<file path="src/design/stp_pkg.sv">
// ----------------------------------------------------------------------------
// stp_pkg
// Shared types and constants for the stride table prefetcher.
// ----------------------------------------------------------------------------
package stp_pkg;

  localparam int unsigned ADDR_W  = 32;
  localparam int unsigned STAMP_W = 31;
  localparam int unsigned LINE_W  = 13;
  localparam int unsigned DATA_W  = 32;
  localparam int unsigned PADDR_W = 3;

  localparam logic [STAMP_W-1:0] STAMP_MAX        = {STAMP_W{1'b1}};
  localparam logic [LINE_W-1:0]  LINE_BYTES_RESET = LINE_W'(64);

  // register word index (paddr[2])
  localparam logic REG_LINE_BYTES = 1'b0;

  // one table entry as stored in the ram
  typedef struct packed {
    logic [ADDR_W-1:0]  addr;
    logic [ADDR_W-1:0]  stride;
    logic [STAMP_W-1:0] stamp;
  } entry_t;

  // controller to datapath
  typedef struct packed {
    logic clear_wr;  // write a zero entry at the sweep index
    logic start;     // transaction accepted, latch address
    logic rd_en;     // read the entry at the sweep index
    logic calc;      // form stride, match and new stamp
    logic commit;    // write back the entry and load the result
  } cmd_t;

  // datapath to controller
  typedef struct packed {
    logic out_stall;  // result register full and not taken
  } status_t;

endpackage

</file>
<file path="src/design/stp_ctrl.sv">
// ----------------------------------------------------------------------------
// stp_ctrl
// Sequencer: clearing sweep after reset, then one table scan per transaction.
// ----------------------------------------------------------------------------
module stp_ctrl #(
  parameter int unsigned TABLE_ENTRIES = 128
) (
  input  logic                             clk,
  input  logic                             rst_n,
  input  logic                             in_valid,
  output logic                             in_ready,
  input  stp_pkg::status_t                 status,
  output stp_pkg::cmd_t                    cmd,
  output logic [$clog2(TABLE_ENTRIES)-1:0] idx
);
  import stp_pkg::*;

  localparam int unsigned IW = $clog2(TABLE_ENTRIES);
  localparam logic [IW-1:0] LAST_IDX = IW'(TABLE_ENTRIES - 1);

  typedef enum logic [2:0] {
    S_CLEAR,
    S_IDLE,
    S_SCAN,
    S_DRAIN,
    S_CALC,
    S_WRITE
  } state_t;

  state_t        state_r;
  logic [IW-1:0] idx_r;

  always_ff @(posedge clk) begin
    if (!rst_n) begin
      state_r <= S_CLEAR;
      idx_r   <= '0;
    end else begin
      unique case (state_r)
        S_CLEAR: begin
          idx_r <= idx_r + IW'(1);
          if (idx_r == LAST_IDX) begin
            state_r <= S_IDLE;
          end
        end
        S_IDLE: begin
          idx_r <= '0;
          if (in_valid) begin
            state_r <= S_SCAN;
          end
        end
        S_SCAN: begin
          idx_r <= idx_r + IW'(1);
          if (idx_r == LAST_IDX) begin
            state_r <= S_DRAIN;
          end
        end
        S_DRAIN: begin
          state_r <= S_CALC;
        end
        S_CALC: begin
          state_r <= S_WRITE;
        end
        S_WRITE: begin
          if (!status.out_stall) begin
            state_r <= S_IDLE;
          end
        end
        default: begin
          state_r <= S_IDLE;
        end
      endcase
    end
  end

  always_comb begin
    cmd          = '0;
    cmd.clear_wr = (state_r == S_CLEAR);
    cmd.start    = (state_r == S_IDLE) && in_valid;
    cmd.rd_en    = (state_r == S_SCAN);
    cmd.calc     = (state_r == S_CALC);
    cmd.commit   = (state_r == S_WRITE) && !status.out_stall;
  end

  assign in_ready = (state_r == S_IDLE);
  assign idx      = idx_r;

endmodule

</file>
<file path="config.mk">
export PLATFORM = sky130hd
export DESIGN_NAME = stp_ctrl
export DESIGN_NICKNAME = d
export VERILOG_FILES = /design/src/design/stp_pkg.sv /design/src/design/stp_ctrl.sv
export SDC_FILE = /design/constraint.sdc
export NUM_CORES = 1
export LEC_CHECK = 0
export ABC_AREA = 1
export BUFFER_PORTS_ARGS = -buffer_cell sky130_fd_sc_hd__buf_4
export CAP_MARGIN = 15
export CELL_PAD_IN_SITES_DETAIL_PLACEMENT = 0
export CELL_PAD_IN_SITES_GLOBAL_PLACEMENT = 1
export CORE_ASPECT_RATIO = 1.4
export CORE_MARGIN = 3
export CORE_UTILIZATION = 30
export DETAILED_ROUTE_END_ITERATION = 16
export PLACE_DENSITY = 0.82
export REMOVE_ABC_BUFFERS = 1
export SYNTH_ARGS = -nofsm -noshare
export SYNTH_HDL_FRONTEND = slang
export SYNTH_SLANG_ARGS = --single-unit
</file>
<file path="constraint.sdc">
create_clock -name clk -period 1.4 [get_ports clk]
set_clock_uncertainty 0.2 [all_clocks]
set_input_delay 0.07 -clock clk [delete_from_list [all_inputs] [get_ports clk]]
set_output_delay 0.07 -clock clk [all_outputs]
set_load 0.01 [all_outputs]
</file>
# Word-level counts from Yosys, hierarchy flattened
# Cells that the tools add are included.
# W data, S select, Z words.
word_totals:
  out_inout_bits: 13
  word_cells: 26
  register_bits: 10
op_classes:
  n_eq_ne: 10
  muxes: 6
  reduce_logical: 7
  n_addsub: 1
op_table:
  columns: ["op", "n"]
  rows:
  - ["$pmux W3 S6", 1]
  - ["$pmux W7 S2", 1]
  - ["$mux W3", 4]
  - ["$add A7 B1 Y7 const B", 1]
  - ["$eq A7 B7 Y1 const B", 1]
  - ["$eq A3 B2 Y1 const B", 2]
  - ["$eq A3 B3 Y1 const B", 2]
  - ["$ne A2 B1 Y1 const B", 2]
  - ["$ne A2 B2 Y1 const B", 2]
  - ["$reduce_and A4 Y1", 1]
  - ["$eq A3 B1 Y1 const B", 1]
  - ["$logic_not A3 Y1", 1]
  - ["$logic_and A1 B1 Y1", 2]
  - ["$reduce_bool A2 Y1", 1]
  - ["$reduce_or A2 Y1", 1]
  - ["$logic_not A1 Y1", 1]

# Longest topological paths before layout
# Gate-level depths: netlist of run 1.
depth:
  word_depth: 3
  mapped_depth: 7
  depth_no_buf: 7

# Worst setup path before layout of run 1
# No wires, ideal clock.
synth_timing:
  kind: "reg-to-reg"
  start: "register idx_r[0], in the netlist idx[0]"
  end: "register state_r[1]"
  slack_ns: -0.071
  required_time_ns: 1.085
  arrival_time_ns: 1.156
  setup_ns: 0.115
  path_stages_with_launch: 7
  n_path_buf: 0
  path_cell_list: "dfxtp_1 -> ha_1 -> nand3_1 -> o21ai_2 -> nand3_1 -> nand2_1 -> nor2_1"
synth_between:
  elab_chain_cells: 3
  elab_cells_between_ends: 4
  classes_between: "eq/ne (3); reduce/logical (1)"
synth_lines:
  columns: ["element", "line", "text"]
  rows:
  - ["from (decl)", "stp_ctrl.sv:31", "logic [IW-1:0] idx_r;"]
  - ["from (signal assigned)", "stp_ctrl.sv:40", "idx_r <= idx_r + IW'(1);"]
  - ["from (signal assigned)", "stp_ctrl.sv:52", "idx_r <= idx_r + IW'(1);"]
  - ["$eq A7 B7 Y1 *", "stp_ctrl.sv:41, stp_ctrl.sv:53", null]
  - ["$ne A2 B1 Y1 (no source line)", null, null]
  - ["$reduce_and A4 Y1 (no source line) *", null, null]
  - ["to (signal assigned)", "stp_ctrl.sv:42", "state_r <= S_IDLE;"]
  - ["to (signal assigned)", "stp_ctrl.sv:54", "state_r <= S_DRAIN;"]
  - ["to (signal assigned)", "stp_ctrl.sv:58", "state_r <= S_CALC;"]
  - ["to (decl)", "stp_ctrl.sv:30", "state_t state_r;"]
# Every way passes the cells marked *; elsewhere a longest branch is shown, timed or not.
# A chain may end at the register's enable or synchronous reset.

==> results.json, run 1 <==
{
  "run_status": "finished, violations left",
  "violated_checks": "negative hold slack",
  "total_drc_errors_in_the_routed_layout": 0,
  "power.static_leakage_nw": 0.382,
  "cp-start-kind": "flop",
  "r2r_cells": 6,
  "grt_setup_unrepaired": "yes",
  "clock_insertion_delay_worst_skew_ns": 0.27,
  "grt_max_degree": 8,
  "routed-via-count": 631,
  "drt-total-wl_um": 1520,
  "sequential_fraction_of_the_synthesis_area": 0.354,
  "clockRootBuffer": "sky130_fd_sc_hd__clkbuf_4",
  "timing.final.crit_period_ns": 1.34,
  "ys_ff_latch": 10,
  "preCtsSetupSlack_ns": 0.0432,
  "hold-worst-slack_ns": -0.000744,
  "worst_hold_path.endpoint": "state_r[0]$_SDFFE_PN0P_",
  "n_antenna_cell": 0,
  "tightestPinTransition_ns": 0.245,
  "cellInternalPower_w": 0.000487,
  "netlist.area_leader.share": 0.354,
  "multi_input_area_um2": 332,
  "reg2reg_setup_slack_ns": 0.09,
  "layout.nets": 117,
  "synth_cells": 81,
  "synth-warning-count": 0,
  "die_height_um": 57.4,
  "grt_overflow_total": 0,
  "irDropWorstVdd_uv": 453,
  "antenna_violations_before_repair": 0,
  "syn-mean-instance-area_um2": 6.98,
  "fp.coreArea_um2": 1680,
  "finish.cell_count_without_fillers": 130,
  "initial_utilization": 0.337,
  "vias_in_the_first_global_route": 601,
  "critPathKind": "reg -> out",
  "tritoncts_num_sinks": 10,
  "grt_usage": 0.127,
  "std_cell_rows": 17,
  "share_of_the_cycle_needed_by_the_critical_path_after_routing": 0.954,
  "starting_drc_count_in_detailed_routing": 18,
  "hold-path-cell-count": 6,
  "port_buffers": 16,
  "die_area_um2": 2450,
  "placedCellCount": 123,
  "synth_area_um2": 566,
  "number_of_detailed_route_iterations_in_the_first_pass": 4,
  "regToRegEndpoint": "state_r[1]$_SDFFE_PN0P_",
  "synth_cell_type_count": 20,
  "final.setup.worst_slack_ns": 0.0644,
  "final-max-slew-violation-count": 0,
  "timing.rr.start": "idx[0]$_SDFFE_PN0P_",
  "cp_data_required_time_ns": 1.13,
  "powerDensity_nw_per_um2": 746,
  "dpl.hpwl_um": 1100,
  "synthTopCellsByArea": "sky130_fd_sc_hd__dfxtp_1 (35%), sky130_fd_sc_hd__nor2_1 (9.3%), sky130_fd_sc_hd__nand2_1 (8.6%)",
  "seqPwrFrac": 0.466,
  "min_delay_worst_type": "in -> reg",
  "mostFrequentLayoutCell": "sky130_fd_sc_hd__buf_4",
  "drive_gt1_frac": 0.378,
  "flow.area_growth_from_synthesis_pct": 50.7,
  "clkSlewWorstSetupHoldPaths_ns": 0.07,
  "final_hold_viol_count": 1,
  "cts_inserted_buffers": 3,
  "setup_violation_total_in_the_final_timing_report": 0,
  "global_route_wire_length_before_repair_um": 2410,
  "n_fill_cell": 170,
  "cts.htree.levels": 1,
  "chipWidth_um": 42.7,
  "detail_route.wl_per_cell_um": 11.7,
  "antenna_left": 0,
  "tritoncts": "built",
  "worstPathArrival_ns": 1.07,
  "avgViaCountPerCell": 4.85,
  "max_cap_violations": 0,
  "netSwitchingPower_w": 0.000149,
  "max-slew-margin-rel": 0.836,
  "max_freq_ghz": 0.749,
  "ios": 17,
  "cts-root-to-sink-buffers": 2,
  "clkPwrFrac": 0.423,
  "swShare": 0.234,
  "path_max_fanout": 4,
  "gp_congestion": 0.717,
  "pwr-share-comb": 0.111,
  "timing.critical_path.to_type": "output pin",
  "mostFrequentLayoutCells": "sky130_fd_sc_hd__buf_4 (24), sky130_fd_sc_hd__nor2_1 (14), sky130_fd_sc_hd__nand2_1 (13)",
  "dominant_cell_type_by_area_after_synthesis": "sky130_fd_sc_hd__dfxtp_1",
  "layout.area.seq_um2": 204,
  "hold_start": "in_valid"
}
[layer usage]
layer,routed length [um],track usage,up-vias
met4,25,0.0711,0
li1,-,-,328
met1,630,0.131,283
met5,0,0,-
met3,89,0.0221,4
met2,773,0.232,16
[power groups by stage]
stage	combinational [W]	sequential, W	clock (W)
CTS	0.0000700	0.000298	0.000277
global route	0.0000764	0.000297	0.000287
floorplan	0.0000188	0.000312	0
detailed placement	0.0000647	0.000304	0
global placement	0.0000646	0.000304	0
finish	0.0000706	0.000296	0.000269
[flip-flops by register name, summed over array words and instances, names as in the netlist]
| name | count |
|---|---|
| idx | 7 |
| state_r | 3 |
[worst max path at each step]
stage	slack (ns)	cells after the start	end	start
CTS	0.02	4	in_ready	state_r[2]$_SDFFE_PN0P_
detailed placement	0.04	6	state_r[1]$_SDFFE_PN0P_	idx[0]$_SDFFE_PN0P_
global placement	0.09	6	state_r[1]$_SDFFE_PN0P_	idx[0]$_SDFFE_PN0P_
global route	-0.01	5	cmd[1]	state_r[1]$_SDFFE_PN0P_
floorplan	-0.07	6	state_r[1]$_SDFFE_PN0P_	idx[0]$_SDFFE_PN0P_
finish	0.06	4	cmd[3]	state_r[2]$_SDFFE_PN0P_
[stage by stage]
step / util / TNS [ns] / total power, W / cell area, um2
CTS: 0.488 / 0 / 0.000645 / 820
detailed placement: 0.453 / 0 / 0.000369 / 762
global placement: 0.453 / 0 / 0.000368 / 762
floorplan: - / -0.0706 / 0.000330 / 566
global route: 0.507 / -0.0228 / 0.000661 / 852
finish: 0.507 / 0 / 0.000636 / 852
[worst max-delay path, stage by stage, from the launching register on]
cell and delay [ns]:
sky130_fd_sc_hd__dfxtp_1 0.34, sky130_fd_sc_hd__inv_2 0.12, sky130_fd_sc_hd__nand3_4 0.11, sky130_fd_sc_hd__nor2_1 0.10
sky130_fd_sc_hd__buf_4 0.12
[final cells by class]
type                            instances  area share
Inverter                               13      0.0661
Multi-Input combinational cell         58       0.389
Sequential cell                        10       0.239
Clock buffer                            4      0.0426
Tap cell                               19      0.0279
Timing Repair Buffer                   26       0.235
[Yosys cell counts]
cell and count:
sky130_fd_sc_hd__o21ai_0 5, sky130_fd_sc_hd__a22oi_1 1, sky130_fd_sc_hd__dfxtp_1 10, sky130_fd_sc_hd__a31o_2 1, sky130_fd_sc_hd__o21ai_2 1, sky130_fd_sc_hd__inv_6 1, sky130_fd_sc_hd__ha_1 1, sky130_fd_sc_hd__nor2_1 14
sky130_fd_sc_hd__a31oi_1 1, sky130_fd_sc_hd__a21oi_1 6, sky130_fd_sc_hd__nand4_1 2, sky130_fd_sc_hd__inv_2 3, sky130_fd_sc_hd__nand2_4 1, sky130_fd_sc_hd__nand3_2 1, sky130_fd_sc_hd__nor3_1 1, sky130_fd_sc_hd__nand3_1 7
sky130_fd_sc_hd__nand2_1 13, sky130_fd_sc_hd__a21oi_2 2, sky130_fd_sc_hd__inv_1 9, sky130_fd_sc_hd__nor2_8 1
[repair_timing]
item / 4_1_cts / 5_1_grt
hold endpoints to repair: 10 / 0
pin swaps: 0 / 1
gates resized for setup: 2 / 5
hold buffers: 2 / 0
setup buffers: 0 / 1
endpoints found under the setup margin: 2 / 4
[kinds of logic (layout without fill, tap and decap cells)]
logic type / count (synthesis) / after routing / share of synthesized area
AO/OA/AOI/OAI: 17 / 17 / 0.184
flip-flops: 10 / 10 / 0.354
adder cells (fa/ha/maj): 1 / 1 / 0.0221
buffers and inverters: 13 / 43 / 0.0951
AND/OR/NAND/NOR: 40 / 40 / 0.345
Note: power is estimated with default switching activity, not from simulation.
==> inputs of run 2 (changes only) <==
--- a/config.mk
+++ b/config.mk
@@ -15,6 +15,7 @@
 export CORE_UTILIZATION = 30
 export DETAILED_ROUTE_END_ITERATION = 16
 export PLACE_DENSITY = 0.82
+export RECOVER_POWER = 50
 export REMOVE_ABC_BUFFERS = 1
 export SYNTH_ARGS = -nofsm -noshare
 export SYNTH_HDL_FRONTEND = slang
==> run 2 against run 1 <==
The run still ends with negative hold slack left. Clock power barely moved. Critical path depth unchanged. Die area is the same. Cell area shrank 4.1%. Final cell count stayed put. Sequential power is essentially flat. Global-route usage did not move. Count of clock-buffer cells in the layout unchanged. Fmax down 2.3%. Via count grew 0.32%. First-iteration DRC count grew 11%. Combinational power shrank 8.9%.
==> results.json, run 2 (synthesis gave the netlist of run 1 again) <==
{
  "fin_setup_tns_ns": 0,
  "grt_setup_unrepaired": "yes",
  "timing.critical_path.to_type": "flop",
  "final.setup.worst_slack_ns": 0.0328,
  "largest_register_ffs": 7,
  "gp_congestion": 0.717,
  "clockRootBuffer": "sky130_fd_sc_hd__clkbuf_4",
  "final_hold_viol_count": 1,
  "avgViaCountPerCell": 4.87,
  "die_area_um2": 2450,
  "wl_met3_um": 88,
  "preCtsSetupSlack_ns": 0.0432,
  "sequence_of_cells_on_the_critical_path": "clkbuf_1 > nand4_1 > o21ai_0 > a21oi_1",
  "top_layer_used": "met4",
  "cts_inserted_buffers": 3,
  "clkSlewWorstSetupHoldPaths_ns": 0.07,
  "clock_insertion_delay_worst_skew_ns": 0.27,
  "layout.nets": 117,
  "starting_drc_count_in_detailed_routing": 20,
  "grt_overflow_total": 0,
  "grt_usage": 0.127,
  "n_fill_cell": 176,
  "cp_data_required_time_ns": 1.36,
  "tightestPinTransition_ns": 0.246,
  "crit_path_max_incr_delay_ns": 0.34,
  "tritoncts": "built",
  "share_of_the_cycle_needed_by_the_critical_path_after_routing": 0.977,
  "max_freq_ghz": 0.731,
  "final-max-slew-violation-count": 0,
  "mostFrequentLayoutCell": "sky130_fd_sc_hd__buf_4",
  "detail_route.wl_per_cell_um": 11.5,
  "flow.area_growth_from_synthesis_pct": 44.5,
  "chipWidth_um": 42.7,
  "wl_met1_um": 604,
  "routed-via-count": 633,
  "violated_checks": "negative hold slack",
  "crit_buf_inv": 1,
  "cp-start-kind": "flop",
  "antenna_violations_before_repair": 0,
  "cts.htree.levels": 1,
  "run_status": "finished, violations left",
  "irDropWorstVdd_uv": 478,
  "hold-worst-slack_ns": -0.000950,
  "final_area_um2": 817,
  "antenna_left": 0,
  "die_height_um": 57.4,
  "setup_violation_total_in_the_final_timing_report": 0,
  "global_route_wire_length_before_repair_um": 2410,
  "path_max_fanout": 5,
  "mostFrequentLayoutCells": "sky130_fd_sc_hd__buf_4 (17), sky130_fd_sc_hd__nor2_1 (14), sky130_fd_sc_hd__nand2_1 (13)",
  "vias_in_the_first_global_route": 601,
  "tritoncts_num_sinks": 10,
  "cts-root-to-sink-buffers": 2,
  "initial_utilization": 0.337,
  "port_buffers": 16,
  "grt_max_degree": 8,
  "n_antenna_cell": 0,
  "max-slew-margin-rel": 0.836,
  "ios": 17,
  "drt-total-wl_um": 1500,
  "worstPathArrival_ns": 1.33,
  "timing.final.crit_period_ns": 1.37,
  "placedInstanceArea_um2": 762,
  "min_delay_worst_type": "in -> reg",
  "max_cap_violations": 0,
  "drive_gt1_frac": 0.315,
  "critical_path.top_delay_family": "flip-flops",
  "power.static_leakage_nw": 0.352,
  "met2_wirelength_um": 781,
  "cpMaxStageDelayCell": "sky130_fd_sc_hd__dfxtp_1",
  "dpl.hpwl_um": 1100,
  "number_of_detailed_route_iterations_in_the_first_pass": 4,
  "total_drc_errors_in_the_routed_layout": 0,
  "powerDensity_nw_per_um2": 770,
  "critPathKind": "reg -> reg",
  "fp.coreArea_um2": 1680,
  "std_cell_rows": 17
}
==> run 2: changes by cell type in the layout (fill, tap and decap cells not counted), sizes merged <==
cell,before,now
buf,24,17
clkbuf,4,11
==> run 2: per-layer routing <==
layer / global-route usage / vias up
li1: - / 328
met1: 0.131 / 285
met2: 0.232 / 16
met3: 0.0221 / 4
met4: 0.0711 / 0
met5: 0 / -
==> run 2: path summary, 6_finish.rpt <==
check / to / startpoint / slack (ns) / cells past startpoint
setup / recovery: idx[5]$_SDFFE_PN0P_ / idx[0]$_SDFFE_PN0P_ / 0.03 / 4
hold / removal: state_r[0]$_SDFFE_PN0P_ / in_valid / -0.001 / 6
setup reg to reg: idx[5]$_SDFFE_PN0P_ / idx[0]$_SDFFE_PN0P_ / 0.03 / 4
hold reg to reg: idx[6]$_SDFFE_PN0P_ / idx[6]$_SDFFE_PN0P_ / 0.31 / 2
==> run 2: per-stage QoR <==
stage | total power (W) | utilization | std cells
after floorplan | 0.000330 | - | 81
after global placement | 0.000368 | 0.453 | 123
after detailed placement | 0.000369 | 0.453 | 123
after CTS | 0.000645 | 0.488 | 129
after global routing | 0.000654 | 0.486 | 130
final | 0.000629 | 0.486 | 130
==> run 2: what timing repair did <==
action,CTS,global route
setup buffers,0,1
pin swaps,0,1
hold endpoints to repair,10,0
endpoints found under the setup margin,2,4
gates resized for setup,2,5
hold buffers,2,0
==> run 2: area by class of cell <==
type | count | area (um2) | share of cell area
Sequential cell | 10 | 204 | 0.250
Timing Repair Buffer | 26 | 174 | 0.213
Multi-Input combinational cell | 58 | 323 | 0.395
Tap cell | 19 | 23.8 | 0.0291
Clock buffer | 4 | 36.3 | 0.0444
Inverter | 13 | 56.3 | 0.0689
==> run 2: where the power goes <==
part           switching [W]  internal, W   total, W  leakage [nW]
clock network       0.000111     0.000158   0.000269        0.0210
logic              0.0000318    0.0000325  0.0000643         0.249
registers         0.00000582     0.000290   0.000296        0.0820
==> run 2: worst register-to-register path: stages (launching register included) <==
cell and delay (ns):
sky130_fd_sc_hd__dfxtp_1 0.34, sky130_fd_sc_hd__clkbuf_1 0.21, sky130_fd_sc_hd__nand4_1 0.20, sky130_fd_sc_hd__o21ai_0 0.21, sky130_fd_sc_hd__a21oi_1 0.09
